File: config.mk
export PLATFORM = sky130hd
export DESIGN_NAME = bmp_rgb24_crop_stream
export DESIGN_NICKNAME = d
export VERILOG_FILES = /design/src/hw/rtl/bmpcrop_pkg.sv /design/src/hw/rtl/bmpcrop_front.sv /design/src/hw/rtl/bmpcrop_fifo.sv /design/src/hw/rtl/bmpcrop_back.sv /design/src/hw/rtl/bmp_rgb24_crop_stream.sv
export SDC_FILE = /design/constraint.sdc
export NUM_CORES = 1
export LEC_CHECK = 0
export ABC_AREA = 1
export BUFFER_PORTS_ARGS = -buffer_cell sky130_fd_sc_hd__buf_4
export CORE_ASPECT_RATIO = 1.25
export CORE_MARGIN = 5
export CORE_UTILIZATION = 30
export DETAILED_ROUTE_END_ITERATION = 10
export PLACE_DENSITY_LB_ADDON = 0.25
export SLEW_MARGIN = 40
export SYNTH_ARGS = -nofsm -noshare
export SYNTH_HDL_FRONTEND = slang
export SYNTH_SLANG_ARGS = --single-unit
File: constraint.sdc
create_clock -name clk -period 17.2 [get_ports clk]
set_clock_uncertainty 0.15 [all_clocks]
set_input_delay 3.44 -clock clk [delete_from_list [all_inputs] [get_ports clk]]
set_output_delay 3.44 -clock clk [all_outputs]
set_load 0.02 [all_outputs]
File: src/hw/rtl/bmpcrop_pkg.sv
package bmpcrop_pkg;

    localparam int MAX_WIDTH_DEF  = 4096;
    localparam int MAX_HEIGHT_DEF = 4096;

    // configuration port
    localparam int CFG_IDX_W  = 3;
    localparam int CFG_DATA_W = 13;

    // register field widths
    localparam int SIZE_W = 13;
    localparam int POS_W  = 12;

    // byte-column arithmetic (3 * (left + width) peaks near 36.9k) and signed row math
    localparam int SPAN_W = 17;
    localparam int ROWS_W = 16;

    localparam int FIFO_DEPTH = 4;
    localparam int FIFO_PTR_W = 2;
    localparam int FIFO_CNT_W = 3;

    localparam logic [CFG_IDX_W-1:0] REG_SOURCE_WIDTH  = 3'd0;
    localparam logic [CFG_IDX_W-1:0] REG_SOURCE_HEIGHT = 3'd1;
    localparam logic [CFG_IDX_W-1:0] REG_WINDOW_LEFT   = 3'd2;
    localparam logic [CFG_IDX_W-1:0] REG_WINDOW_TOP    = 3'd3;
    localparam logic [CFG_IDX_W-1:0] REG_WINDOW_WIDTH  = 3'd4;
    localparam logic [CFG_IDX_W-1:0] REG_WINDOW_HEIGHT = 3'd5;

    // one passed byte plus the padding that trails it
    typedef struct packed {
        logic [7:0] data;
        logic [1:0] pad_cnt;
        logic       img_end;
    } crop_item_t;

endpackage

File: src/hw/rtl/bmpcrop_front.sv
module bmpcrop_front #(
    parameter int MAX_WIDTH  = bmpcrop_pkg::MAX_WIDTH_DEF,
    parameter int MAX_HEIGHT = bmpcrop_pkg::MAX_HEIGHT_DEF
) (
    input  logic                               clk,
    input  logic                               rst_n,
    input  logic                               cfg_write_en,
    input  logic [bmpcrop_pkg::CFG_IDX_W-1:0]  cfg_index,
    input  logic [bmpcrop_pkg::CFG_DATA_W-1:0] cfg_data,
    input  logic                               in_valid,
    output logic                               in_ready,
    input  logic [7:0]                         source_byte,
    input  logic                               fifo_full,
    output logic                               push,
    output bmpcrop_pkg::crop_item_t            push_item
);

    localparam int SIZE_W = bmpcrop_pkg::SIZE_W;
    localparam int POS_W  = bmpcrop_pkg::POS_W;
    localparam int SPAN_W = bmpcrop_pkg::SPAN_W;
    localparam int ROWS_W = bmpcrop_pkg::ROWS_W;
    localparam int COL_W  = $clog2(3 * MAX_WIDTH + 4);
    localparam int ROW_W  = (MAX_HEIGHT > 1) ? $clog2(MAX_HEIGHT) : 1;

    logic [SIZE_W-1:0] src_width_reg;
    logic [SIZE_W-1:0] src_height_reg;
    logic [POS_W-1:0]  win_left_reg;
    logic [POS_W-1:0]  win_top_reg;
    logic [SIZE_W-1:0] win_width_reg;
    logic [SIZE_W-1:0] win_height_reg;

    logic [COL_W-1:0] col_reg, col_next;
    logic [ROW_W-1:0] row_reg, row_next;

    logic [SIZE_W-1:0] w_clamp;
    logic [SIZE_W-1:0] h_clamp;
    logic [SPAN_W-1:0] span3_w;
    logic [SPAN_W-1:0] stride;
    logic [SPAN_W-1:0] col_start;
    logic [SPAN_W-1:0] win_sum;
    logic [SPAN_W-1:0] col_end_raw;
    logic [SPAN_W-1:0] col_end;
    logic [SPAN_W-1:0] col_s;
    logic signed [ROWS_W-1:0] row_lo;
    logic signed [ROWS_W-1:0] row_hi;
    logic signed [ROWS_W-1:0] row_s;
    logic        accept;
    logic        pass;
    logic        row_end;
    logic        final_row;

    always_ff @(posedge clk or negedge rst_n)
    begin
        if (!rst_n)
        begin
            src_width_reg  <= SIZE_W'(1);
            src_height_reg <= SIZE_W'(1);
            win_left_reg   <= '0;
            win_top_reg    <= '0;
            win_width_reg  <= SIZE_W'(1);
            win_height_reg <= SIZE_W'(1);
        end
        else if (cfg_write_en)
        begin
            case (cfg_index)
                bmpcrop_pkg::REG_SOURCE_WIDTH:  src_width_reg  <= cfg_data;
                bmpcrop_pkg::REG_SOURCE_HEIGHT: src_height_reg <= cfg_data;
                bmpcrop_pkg::REG_WINDOW_LEFT:   win_left_reg   <= cfg_data[POS_W-1:0];
                bmpcrop_pkg::REG_WINDOW_TOP:    win_top_reg    <= cfg_data[POS_W-1:0];
                bmpcrop_pkg::REG_WINDOW_WIDTH:  win_width_reg  <= cfg_data;
                bmpcrop_pkg::REG_WINDOW_HEIGHT: win_height_reg <= cfg_data;
                default: ;
            endcase
        end
    end

    always_comb
    begin
        if (src_width_reg == '0)
            w_clamp = SIZE_W'(1);
        else if (int'(src_width_reg) > MAX_WIDTH)
            w_clamp = SIZE_W'(MAX_WIDTH);
        else
            w_clamp = src_width_reg;

        if (src_height_reg == '0)
            h_clamp = SIZE_W'(1);
        else if (int'(src_height_reg) > MAX_HEIGHT)
            h_clamp = SIZE_W'(MAX_HEIGHT);
        else
            h_clamp = src_height_reg;
    end

    // byte-column window, clipped to the source row
    assign span3_w     = (SPAN_W'(w_clamp) << 1) + SPAN_W'(w_clamp);
    assign stride      = span3_w + SPAN_W'(w_clamp[1:0]);
    assign col_start   = (SPAN_W'(win_left_reg) << 1) + SPAN_W'(win_left_reg);
    assign win_sum     = SPAN_W'(win_left_reg) + SPAN_W'(win_width_reg);
    assign col_end_raw = (win_sum << 1) + win_sum;
    assign col_end     = (col_end_raw > span3_w) ? span3_w : col_end_raw;

    // stored rows, bottom-up; may go negative when the window hangs off the image
    assign row_hi = ROWS_W'(h_clamp) - ROWS_W'(win_top_reg) - ROWS_W'(1);
    assign row_lo = ROWS_W'(h_clamp) - ROWS_W'(win_top_reg) - ROWS_W'(win_height_reg);

    assign col_s = SPAN_W'(col_reg);
    assign row_s = ROWS_W'(row_reg);

    assign pass      = (row_s >= row_lo) && (row_s <= row_hi) &&
                       (col_s >= col_start) && (col_s < col_end);
    assign row_end   = (col_s == col_end - SPAN_W'(1));
    assign final_row = (row_s == row_hi);

    assign in_ready = !fifo_full;
    assign accept   = in_valid && in_ready;
    assign push     = accept && pass;

    assign push_item.data    = source_byte;
    assign push_item.pad_cnt = row_end ? win_width_reg[1:0] : 2'd0;
    assign push_item.img_end = row_end && final_row;

    always_comb
    begin
        col_next = col_reg;
        row_next = row_reg;
        if (accept)
        begin
            if (col_s + SPAN_W'(1) >= stride)
            begin
                col_next = '0;
                if (ROWS_W'(row_reg) + ROWS_W'(1) >= ROWS_W'(h_clamp))
                    row_next = '0;
                else
                    row_next = row_reg + ROW_W'(1);
            end
            else
            begin
                col_next = col_reg + COL_W'(1);
            end
        end
    end

    always_ff @(posedge clk or negedge rst_n)
    begin
        if (!rst_n)
        begin
            col_reg <= '0;
            row_reg <= '0;
        end
        else
        begin
            col_reg <= col_next;
            row_reg <= row_next;
        end
    end

endmodule

File: src/hw/rtl/bmpcrop_fifo.sv
module bmpcrop_fifo (
    input  logic                    clk,
    input  logic                    rst_n,
    input  logic                    push,
    input  bmpcrop_pkg::crop_item_t push_item,
    input  logic                    pop,
    output logic                    full,
    output logic                    empty,
    output bmpcrop_pkg::crop_item_t head
);

    localparam int DEPTH = bmpcrop_pkg::FIFO_DEPTH;
    localparam int PTR_W = bmpcrop_pkg::FIFO_PTR_W;
    localparam int CNT_W = bmpcrop_pkg::FIFO_CNT_W;

    bmpcrop_pkg::crop_item_t mem_reg [DEPTH];

    logic [PTR_W-1:0] wr_ptr_reg, wr_ptr_next;
    logic [PTR_W-1:0] rd_ptr_reg, rd_ptr_next;
    logic [CNT_W-1:0] count_reg, count_next;

    assign full  = (count_reg == CNT_W'(DEPTH));
    assign empty = (count_reg == '0);
    assign head  = mem_reg[rd_ptr_reg];

    always_comb
    begin
        wr_ptr_next = wr_ptr_reg;
        rd_ptr_next = rd_ptr_reg;
        count_next  = count_reg;
        if (push)
            wr_ptr_next = wr_ptr_reg + PTR_W'(1);
        if (pop)
            rd_ptr_next = rd_ptr_reg + PTR_W'(1);
        if (push && !pop)
            count_next = count_reg + CNT_W'(1);
        else if (pop && !push)
            count_next = count_reg - CNT_W'(1);
    end

    always_ff @(posedge clk or negedge rst_n)
    begin
        if (!rst_n)
        begin
            wr_ptr_reg <= '0;
            rd_ptr_reg <= '0;
            count_reg  <= '0;
        end
        else
        begin
            wr_ptr_reg <= wr_ptr_next;
            rd_ptr_reg <= rd_ptr_next;
            count_reg  <= count_next;
        end
    end

    always_ff @(posedge clk)
    begin
        if (push)
            mem_reg[wr_ptr_reg] <= push_item;
    end

    a_no_overflow: assert property (@(posedge clk) disable iff (!rst_n)
        full |-> !push)
        else $error("item pushed into full queue");

    a_no_underflow: assert property (@(posedge clk) disable iff (!rst_n)
        empty |-> !pop)
        else $error("item popped from empty queue");

    a_count_bound: assert property (@(posedge clk) disable iff (!rst_n)
        count_reg <= CNT_W'(DEPTH))
        else $error("queue count beyond depth");

endmodule

File: src/hw/rtl/bmpcrop_back.sv
module bmpcrop_back (
    input  logic                    clk,
    input  logic                    rst_n,
    input  logic                    fifo_empty,
    input  bmpcrop_pkg::crop_item_t head,
    output logic                    pop,
    output logic                    out_valid,
    input  logic                    out_ready,
    output logic [7:0]              crop_byte,
    output logic                    is_padding,
    output logic                    run_last,
    output logic                    image_last
);

    logic                    out_valid_reg, out_valid_next;
    logic [7:0]              out_byte_reg, out_byte_next;
    logic                    out_pad_reg, out_pad_next;
    logic                    out_run_last_reg, out_run_last_next;
    logic                    out_img_last_reg, out_img_last_next;
    logic                    busy_reg, busy_next;
    logic [1:0]              step_reg, step_next;
    bmpcrop_pkg::crop_item_t hold_reg, hold_next;
    logic                    load;
    logic                    last_pad;

    assign load     = !out_valid_reg || out_ready;
    assign last_pad = (step_reg == hold_reg.pad_cnt);
    assign pop      = load && !busy_reg && !fifo_empty;

    always_comb
    begin
        out_valid_next    = out_valid_reg;
        out_byte_next     = out_byte_reg;
        out_pad_next      = out_pad_reg;
        out_run_last_next = out_run_last_reg;
        out_img_last_next = out_img_last_reg;
        busy_next         = busy_reg;
        step_next         = step_reg;
        hold_next         = hold_reg;
        if (load)
        begin
            out_valid_next = 1'b0;
            if (busy_reg)
            begin
                // trailing zero padding of a window row
                out_valid_next    = 1'b1;
                out_byte_next     = 8'd0;
                out_pad_next      = 1'b1;
                out_run_last_next = last_pad;
                out_img_last_next = last_pad && hold_reg.img_end;
                if (last_pad)
                    busy_next = 1'b0;
                else
                    step_next = step_reg + 2'd1;
            end
            else if (!fifo_empty)
            begin
                out_valid_next    = 1'b1;
                out_byte_next     = head.data;
                out_pad_next      = 1'b0;
                out_run_last_next = (head.pad_cnt == 2'd0);
                out_img_last_next = head.img_end && (head.pad_cnt == 2'd0);
                hold_next         = head;
                if (head.pad_cnt != 2'd0)
                begin
                    busy_next = 1'b1;
                    step_next = 2'd1;
                end
            end
        end
    end

    always_ff @(posedge clk or negedge rst_n)
    begin
        if (!rst_n)
        begin
            out_valid_reg <= 1'b0;
            busy_reg      <= 1'b0;
            step_reg      <= 2'd0;
        end
        else
        begin
            out_valid_reg <= out_valid_next;
            busy_reg      <= busy_next;
            step_reg      <= step_next;
        end
    end

    always_ff @(posedge clk)
    begin
        out_byte_reg     <= out_byte_next;
        out_pad_reg      <= out_pad_next;
        out_run_last_reg <= out_run_last_next;
        out_img_last_reg <= out_img_last_next;
        hold_reg         <= hold_next;
    end

    assign out_valid  = out_valid_reg;
    assign crop_byte  = out_byte_reg;
    assign is_padding = out_pad_reg;
    assign run_last   = out_run_last_reg;
    assign image_last = out_img_last_reg;

    a_pad_step_range: assert property (@(posedge clk) disable iff (!rst_n)
        busy_reg |-> (step_reg != 2'd0) && (step_reg <= hold_reg.pad_cnt))
        else $error("padding step outside its run");

    a_no_pop_mid_run: assert property (@(posedge clk) disable iff (!rst_n)
        busy_reg |-> !pop)
        else $error("queue popped during a padding run");

    a_img_last_ends_run: assert property (@(posedge clk) disable iff (!rst_n)
        (out_valid_reg && out_img_last_reg) |-> out_run_last_reg)
        else $error("image end not on the last result of its item");

    a_pad_is_zero: assert property (@(posedge clk) disable iff (!rst_n)
        (out_valid_reg && out_pad_reg) |-> (out_byte_reg == 8'd0))
        else $error("padding byte not zero");

endmodule

File: src/hw/rtl/bmp_rgb24_crop_stream.sv
// An accepted item passes through the item queue to the output register, which holds its first result.
// Throughput: one source byte per cycle; the byte that ends a window row yields
// 1 + window_width % 4 results, one per cycle while out_ready is high, absorbed
// by a 4-entry item queue.
// in_ready drops only when that queue is full.
// Reset: counters, queue and output register clear at once; registers take their defaults.
module bmp_rgb24_crop_stream #(
    parameter int MAX_WIDTH  = bmpcrop_pkg::MAX_WIDTH_DEF,
    parameter int MAX_HEIGHT = bmpcrop_pkg::MAX_HEIGHT_DEF
) (
    input  logic                               clk,
    input  logic                               rst_n,
    input  logic                               cfg_write_en,
    input  logic [bmpcrop_pkg::CFG_IDX_W-1:0]  cfg_index,
    input  logic [bmpcrop_pkg::CFG_DATA_W-1:0] cfg_data,
    input  logic                               in_valid,
    output logic                               in_ready,
    input  logic [7:0]                         source_byte,
    output logic                               out_valid,
    input  logic                               out_ready,
    output logic [7:0]                         crop_byte,
    output logic                               is_padding,
    output logic                               run_last,
    output logic                               image_last
);

    logic                    fifo_full;
    logic                    fifo_empty;
    logic                    push;
    logic                    pop;
    bmpcrop_pkg::crop_item_t push_item;
    bmpcrop_pkg::crop_item_t head;

    bmpcrop_front #(
        .MAX_WIDTH  (MAX_WIDTH),
        .MAX_HEIGHT (MAX_HEIGHT)
    ) u_front (
        .clk          (clk),
        .rst_n        (rst_n),
        .cfg_write_en (cfg_write_en),
        .cfg_index    (cfg_index),
        .cfg_data     (cfg_data),
        .in_valid     (in_valid),
        .in_ready     (in_ready),
        .source_byte  (source_byte),
        .fifo_full    (fifo_full),
        .push         (push),
        .push_item    (push_item)
    );

    bmpcrop_fifo u_fifo (
        .clk       (clk),
        .rst_n     (rst_n),
        .push      (push),
        .push_item (push_item),
        .pop       (pop),
        .full      (fifo_full),
        .empty     (fifo_empty),
        .head      (head)
    );

    bmpcrop_back u_back (
        .clk        (clk),
        .rst_n      (rst_n),
        .fifo_empty (fifo_empty),
        .head       (head),
        .pop        (pop),
        .out_valid  (out_valid),
        .out_ready  (out_ready),
        .crop_byte  (crop_byte),
        .is_padding (is_padding),
        .run_last   (run_last),
        .image_last (image_last)
    );

endmodule

==> results.toml, run 1 <==
[status]
status = "complete, no violations"

[yosys]
avgSynthCellArea_um2 = 7.80
ys_seq_elements = 171
synthMuxAreaShare_pct = 0
yosys-top-cells-area = "dfrtp_1, ha_1, edfxtp_1, nand2_1, inv_1"
synth-warning-count = 0
synth_xor_area_share_pct = 6.38
synthCells = 1794
synth_compound_area_share_pct = 14.0
seq_area_frac_synth_pct = 32.7
synth_nets = 2009
ys.flop_type = "dfrtp_1"
yosys.area_share.simple_pct = 21.0
synth_area_leader_cell = "dfrtp_1"
async_flop_share_pct = 66.1
synth-edff-count = 58
synth_top_family_by_area = "simple AND/OR/NAND/NOR gates"
synth_cell_types = 56
synthAdderAreaFrac_pct = 17.0
synth_top_area_share_pct = 19.5
netlist_area_um2 = 14000

[placement]
placed_area_um2 = 14900
place_congestion = 0.904
port_buffers = 41
place_hpwl_um = 29300
pre_cts_ws_ns = 8.69

[detailed_routing]
routed_wl_um = 36300
vias = 11456
viasPerCell = 4.73
wl_per_cell_um = 15.0
drtPass1Iterations = 5
first_iter_violations = 502
drc = 0
final_antenna_net_count = 0

[clock_tree]
cts_tree = "built"
clk_pin_slew_worst_paths_ns = 0.08
clk_latency_ns = 0.46
cts_sinks = 171
cts_resized = 0
cts_hold_buf = 0
h-tree-depth = 4
clockBufferDepth = 2
numCtsBuffers = 17
post_cts_buffers = 0
cts_root_buffer = "clkbuf_16"

[sta]
hold_viol = 0
totalNegativeSetupSlack_ns = 0
worst_pin_slew_ns = 0.772
slew_violations = 0
final_period_minus_worst_setup_slack_ns = 8.44
setup_slack_ns = 8.76
max_slew_margin_pct = 48.5
max_freq_ghz = 0.118
setup_viol = 0
min_period_over_period_pct = 49.1
rsz0062_at_grt = "no"

[final_layout]
nets = 2038
largest_register_ffs = 44
layout_common_cells = "nand2_1, inv_1, ha_1"
n_antenna_cell = 0
drive_gt1_share_pct = 7.73
syn2layout_area_growth_pct = 10.9
final_common_cell = "nand2_1"
stdcell_area_um2 = 15500
fillCellCount = 4846

[worst_setup_path]
timing.critical_path.slowest_cell_delay_ns = 0.50
cp-startpoint = "u_front.win_left_reg[0]"
end_kind = "register"
worstReg2RegStart = "u_front.win_left_reg[0]"
path_delay_family = "compound AO/OA/AOI/OAI gates"
critPathRequiredTime_ns = 17.38
crit_path_max_fanout = 28
regToRegSetupSlack_ns = 8.76
path_buf_inv = 4
crit_slowest_cell = "o311ai_0"
critPathLaunchType = "register"
crit_type = "reg2reg"
critPathArrivalTime_ns = 8.63

[die]
design.core.area_um2 = 46100
row_count = 88
pin_count = 42
dieArea_um2 = 51100
start_util_pct = 30.3
dieWidth_um = 203
die_h_um = 251

[global_route]
grt_pass1_vias = 11314
antenna_found_initial = 0
grt_busiest_layer = "met2"
grt.met1_usage_pct = 17.2
grt_overflow = 0
track_usage_pct = 14.5
grtUsageMet3_pct = 2.49
grt_start_max_net_pins = 68
grt_pass1_wl_um = 59000
use_met2_pct = 26.0

[job]
maxCapViolCount = 0

[worst_hold_path]
min-delay-start = "u_front.win_height_reg[6]"
hold_path.class = "reg2reg"
cell type report:
type | count | area [µm²] | area share (%)
clock inverter | 15 | 179 | 1.15
multi-input combinational | 1299 | 8200 | 52.8
sequential | 171 | 4570 | 29.5
clock buffer | 17 | 425 | 2.74
timing repair buffer | 42 | 319 | 2.06
tap | 585 | 732 | 4.72
inverter | 292 | 1100 | 7.06
worst register-to-register path, delay by kind of cell, from the launching register on:
family                   cells  cell delay (ns)
buffers and inverters        4             0.35
XOR/XNOR                     3             0.65
adder cells (fa/ha/maj)      7             1.98
AND/OR/NAND/NOR             14             2.11
flip-flops                   1             0.42
AO/OA/AOI/OAI               16             2.67
per-layer routing:
metal / up-vias / share of wire (%)
met5: - / 0
met4: 0 / 3.6
met3: 64 / 2.4
met2: 133 / 50
met1: 5275 / 44
li1: 5984 / -
final timing paths:
check / endpoint / cells past startpoint
max reg2reg: u_fifo.count_reg[2] / 44
max in group asynchronous: u_front.col_reg[0] / 2
max: u_fifo.count_reg[2] / 44
min: u_front.win_height_reg[6] / 2
min in group asynchronous: u_front.src_height_reg[3] / 1
min reg2reg: u_front.win_height_reg[6] / 2
cells in the mapped netlist (2+ instances only):
cell / number
a21boi_0: 2
a21o_1: 7
a21oi_1: 110
a31oi_1: 4
and2_1: 4
and3_1: 2
buf_2: 4
clkbuf_1: 24
dfrtp_1: 109
dfstp_2: 4
edfxtp_1: 58
fa_1: 7
ha_1: 179
inv_1: 289
inv_2: 3
nand2_1: 331
nand2_2: 19
nand2_4: 7
nand3_1: 89
nand3_2: 6
nand3b_1: 7
nand4_1: 16
nor2_1: 140
nor2_2: 4
nor2_4: 3
nor3_1: 17
nor4_1: 9
o211ai_1: 4
o21a_1: 10
o21ai_0: 154
o21ai_1: 2
o21ai_2: 6
o21bai_1: 24
o221ai_1: 2
o22ai_1: 5
o311ai_0: 2
o31ai_1: 9
or2_2: 4
xnor2_1: 24
xor2_1: 78
cell families (layout without fill, tap and decap cells):
group	after synthesis	in the layout
adders and majority gates	186	186
DFF	171	171
buffers and inverters	324	366
and+or+nand+nor	663	663
AOI/OAI and AO/OA	348	348
xor gates and xnor gates	102	102
per-stage QoR:
| stage | util [%] | std cells | hold slack, ns |
|---|---|---|---|
| finish | 33.6 | 2421 | 0.342 |
| detailed placement | 32.3 | 2389 | 0.325 |
| CTS | 33.6 | 2421 | 0.343 |
| global route | 33.6 | 2421 | 0.370 |
| floorplan | - | 1794 | 0.303 |
| global placement | 32.3 | 2389 | 0.321 |
Power of run 1 is left out: the tool's default activity adds up to more than one toggle a clock period on the data nets, which glitch-free logic cannot reach.
==> run 2: changes to the inputs <==
ABC_AREA = 0   (was 1)
clock period = 8.1 ns   (was 17.2 ns; I/O delays follow)
==> run 2 against run 1 <==
  * The run now ends with setup timing left
  * Flip-flop and latch count unchanged
  * Non-clock buffer count increased by 193
  * Utilization grew 4.1 points
  * Worst setup slack got worse by 8.9 ns
  * Via count grew 5.2%
  * Register-to-register slack got worse by 8.9 ns
  * Critical path type unchanged
  * Highest routed layer unchanged
==> results.toml, run 2 <==
[detailed_routing]
drc = 0
wl_per_cell_um = 17.9
routed_wl_um = 42700
final_antenna_net_count = 0
drtPass1Iterations = 5
first_iter_violations = 529
vias = 12048
viasPerCell = 5.06

[final_layout]
final_util_pct = 37.7
fillCellCount = 4842
n_antenna_cell = 0
stdcell_area_um2 = 18100
largest_register_ffs = 44
final_cells = 2381
nets = 1939
layout_common_cells = "buf_4, ha_1, nand2_1"
syn2layout_area_growth_pct = 25.1
drive_gt1_share_pct = 27.4
final_common_cell = "buf_4"

[sta]
final_period_minus_worst_setup_slack_ns = 8.24
max_freq_ghz = 0.121
max_slew_margin_pct = 50.9
rsz0062_at_grt = "yes"
setup_slack_ns = -0.145
min_period_over_period_pct = 102
worst_pin_slew_ns = 0.729
totalNegativeSetupSlack_ns = -0.227
setup_viol = 2
slew_violations = 0
hold_viol = 0

[worst_setup_path]
worstReg2RegStart = "u_front.win_left_reg[0]"
critPathLaunchType = "register"
critPathCapture = "u_fifo.count_reg[2]"
regToRegSetupSlack_ns = -0.14
reg2regPathDepth = 40
timing.rr.end = "u_fifo.count_reg[2]"
crit_path_max_fanout = 4
critPathRequiredTime_ns = 8.33
crit_slowest_cell = "dfrtp_1"
critPathArrivalTime_ns = 8.48
crit_type = "reg2reg"
end_kind = "register"
critPathMostFrequentCell = "o21a_1"
cp-startpoint = "u_front.win_left_reg[0]"
timing.critical_path.slowest_cell_delay_ns = 0.41

[yosys]
synth_nets = 1721
seq_area_frac_synth_pct = 31.6
post-synth-top-count-cell = "ha_1"
synth_cell_types = 81
async_flop_share_pct = 66.1
yosys-top-cells-area = "dfrtp_1, ha_1, edfxtp_1, mux2_2, xnor2_1"
netlist_area_um2 = 14500
synth_area_leader_cell = "dfrtp_1"
ys_seq_elements = 171
synth_top_area_share_pct = 18.8
avgSynthCellArea_um2 = 9.62
ys.flop_type = "dfrtp_1"
synthTopCellsByCount = "ha_1, nand2_1, dfrtp_1, inv_1, xnor2_1"
synth-warning-count = 0
synthCells = 1506
synth-edff-count = 58

[status]
violations = "setup timing"
status = "finished, violations left"

[global_route]
grt_overflow = 0
grt_pass1_wl_um = 67000
grt_start_max_net_pins = 71
track_usage_pct = 16.3
antenna_found_initial = 0
grt_pass1_vias = 12236

[placement]
port_buffers = 41
place_congestion = 0.914
place_hpwl_um = 34600
placed_area_um2 = 16900
dp_cells = 2314

[clock_tree]
cts_hold_buf = 0
h-tree-depth = 4
cts_root_buffer = "clkbuf_16"
clk_latency_ns = 0.46
clockBufferDepth = 2
numCtsBuffers = 17
cts_sinks = 171
cts_tree = "built"
clk_pin_slew_worst_paths_ns = 0.07

[worst_hold_path]
hold_path.class = "reg2reg"
min-delay-start = "u_front.win_top_reg[7]"

[die]
dieArea_um2 = 52800
design.core.area_um2 = 48100
start_util_pct = 30.1
dieWidth_um = 207
die_h_um = 256
pin_count = 42
row_count = 90

[job]
maxCapViolCount = 0
-- run 2: timing repair --
action	CTS	global route
hold endpoints to repair	0	0
endpoints found under the setup margin	59	61
gates resized for setup	29	31
buffers inserted	27	10
pin swaps	57	23
-- run 2: worst min path at each step --
stage / endpoint / slack, ns / cells after the start
final: u_front.win_top_reg[7] / 0.36 / 1
after global routing: u_front.win_top_reg[7] / 0.36 / 1
after CTS: u_front.win_height_reg[12] / 0.36 / 1
after detailed placement: u_front.win_height_reg[12] / 0.34 / 1
after global placement: u_front.win_top_reg[6] / 0.34 / 1
after floorplan: u_fifo.count_reg[2] / 0.32 / 1
-- run 2: area by class of cell --
cell class	instances	area, µm²	share of cell area (%)
clock inverters	15	184	1.01
inverters	113	424	2.34
flip-flops and latches	171	4580	25.3
repair buffers	235	1820	10.1
well taps	644	806	4.45
multi-input cells	1186	9890	54.5
clock buffers	17	425	2.35
-- run 2: worst max-delay path, delay by kind of cell (launching register included) --
family                   cells  cell delay [ns]
AND/OR/NAND/NOR              7             1.21
multiplexers                 1             0.27
AO/OA/AOI/OAI               20             3.62
buffers and inverters        1             0.04
XOR/XNOR                     4             0.65
flip-flops                   1             0.41
adder cells (fa/ha/maj)      7             1.82
-- run 2: through the flow --
stage               setup slack [ns]  hold slack, ns
detailed placement            -0.380           0.343
floorplan                     -0.528           0.323
CTS                           -0.100           0.357
global route                  -0.628           0.365
global placement              -0.290           0.339
finish                        -0.145           0.356
-- run 2: routing by layer --
metal	vias to the layer above	track usage (%)	wire length, µm
li1	5938	-	-
met4	0	6.82	1730
met1	5823	19.3	17900
met3	76	1.88	920
met5	-	0	0
met2	211	29.3	22100
-- run 2: kinds of logic (layout without fill, tap and decap cells) --
kind of cell	Yosys count	count (layout)	synth area share, %
simple gates	440	440	15.8
compound gates	329	329	15.2
fa+ha+maj	186	186	16.4
flops	171	171	31.6
buf+inv	149	380	3.92
xor+xnor	121	121	7.31
mux	110	110	9.68
Power of run 2 is left out for the same reason.
==> run 3: changes to the inputs <==
PLACE_DENSITY = 0.5   (was unset)
PLACE_DENSITY_LB_ADDON = unset   (was 0.25)
==> run 3 against run 2 <==
  * Cell count rose by 0.21%
  * First-iteration DRC count rose by 0.19%
  * Die area did not move
  * Worst hold slack improved by 0.0028 ns
  * The flow still finishes with violations (setup timing)
  * Largest cell class unchanged
  * Critical path depth rose by 2
==> results.toml, run 3 (same netlist as run 2, synthesis figures left out) <==
[global_route]
antenna_found_initial = 0
grt_pass1_vias = 12074
grt_start_max_net_pins = 71
grt_overflow = 0
track_usage_pct = 16.5
grt_pass1_wl_um = 68000

[clock_tree]
cts_tree = "built"
cts_root_buffer = "clkbuf_16"
cts_sinks = 171
numCtsBuffers = 17
cts_hold_buf = 0
clk_pin_slew_worst_paths_ns = 0.08
clockBufferDepth = 2
h-tree-depth = 4
clk_latency_ns = 0.46

[final_layout]
fillCellCount = 4833
drive_gt1_share_pct = 27.5
n_antenna_cell = 0
multi_input_area_um2 = 9900
syn2layout_area_growth_pct = 26.1
stdcell_area_um2 = 18300
final_common_cell = "buf_4"
nets = 1944
seqCellArea_um2 = 4580
final_util_pct = 38.0
layout_common_cells = "buf_4, ha_1, nand2_1"
largest_register_ffs = 44

[die]
design.core.area_um2 = 48100
dieWidth_um = 207
die_h_um = 256
row_count = 90
start_util_pct = 30.1
dieArea_um2 = 52800
pin_count = 42

[detailed_routing]
drtPass1Iterations = 5
routed_wl_um = 43100
final_antenna_net_count = 0
viasPerCell = 4.97
first_iter_violations = 530
vias = 11849
wl_per_cell_um = 18.1
drc = 0

[worst_setup_path]
crit_type = "reg2reg"
crit_slowest_cell = "or4_4"
timing.critical_path.slowest_cell_delay_ns = 0.43
critPathLaunchType = "register"
critPathMostFrequentCell = "o21a_1"
crit_path_max_fanout = 3
end_kind = "register"
critPathArrivalTime_ns = 8.61
critPathRequiredTime_ns = 8.33

[sta]
final_period_minus_worst_setup_slack_ns = 8.37
max_freq_ghz = 0.119
rsz0062_at_grt = "yes"
slew_violations = 0
max_slew_margin_pct = 38.5
worst_pin_slew_ns = 0.922
hold_viol = 0
setup_viol = 47
setup_slack_ns = -0.275
min_period_over_period_pct = 103

[placement]
placed_area_um2 = 16900
place_hpwl_um = 34300
pre_cts_ws_ns = -0.463
place_congestion = 0.894
port_buffers = 41

[worst_hold_path]
hold_path.class = "reg2reg"

[status]
status = "finished, violations left"
violations = "setup timing"

[job]
maxCapViolCount = 0
-- run 3: cell count changes in the layout (fill, tap and decap cells not counted), moves of 3 or more --
cell	change
buf_6	+7
buf_4	-6
clkbuf_16	+4
clkinv_8	+4
a211oi_2	-3
and2_2	-3
and2_4	+3
clkinv_4	-3
-- run 3: worst max-delay path, delay by kind of cell (launching register included) --
family	cells	cell delay [ns]
flops	1	0.42
mux	1	0.25
buf+inv	2	0.19
fa+ha+maj	7	1.96
compound gates	22	3.74
xor+xnor	4	0.53
simple gates	6	1.04
-- run 3: final timing paths --
path,endpoint,slack (ns),cells past startpoint,startpoint
worst max-delay path,u_fifo.count_reg[2],-0.27,42,u_front.win_left_reg[0]
worst min-delay path,u_front.win_top_reg[10],0.36,1,u_front.win_top_reg[10]
worst max register to register,u_fifo.count_reg[2],-0.27,42,u_front.win_left_reg[0]
worst min register to register,u_front.win_top_reg[10],0.36,1,u_front.win_top_reg[10]
max in group asynchronous,u_fifo.rd_ptr_reg[0],5.63,2,rst_n
min in group asynchronous,u_front.win_width_reg[12],1.02,1,rst_n
-- run 3: layout make-up --
type / instances / area share, %
repair buffers: 240 / 10.7
clock inverters: 15 / 1.00
clock buffers: 17 / 2.33
well taps: 644 / 4.41
inverters: 113 / 2.32
multi-input cells: 1186 / 54.2
flip-flops and latches: 171 / 25.1
-- run 3: metal layers --
layer  up-vias  wire length [µm]  track usage, %
li1       5938                 -               -
met1      5695             18700            20.3
met2       160             22000            29.1
met3        56               873            1.85
met4         0              1470            6.21
met5         -                 0               0
-- run 3: stage by stage --
stage               instances  setup TNS (ns)  hold WS, ns
finish                   2386           -6.58        0.359
global route             2386          -27.12        0.370
CTS                      2370          -0.454        0.361
detailed placement       2313          -13.60        0.343
global placement         2312           -4.35        0.339
floorplan                1506           -7.18        0.323
-- run 3: what timing repair did --
action / CTS / global route
setup endpoints to repair: 59 / 61
gates cloned: 0 / 4
pin swaps: 65 / 45
gates resized for setup: 37 / 37
setup buffers: 25 / 11
Power of run 3 is left out for the same reason.
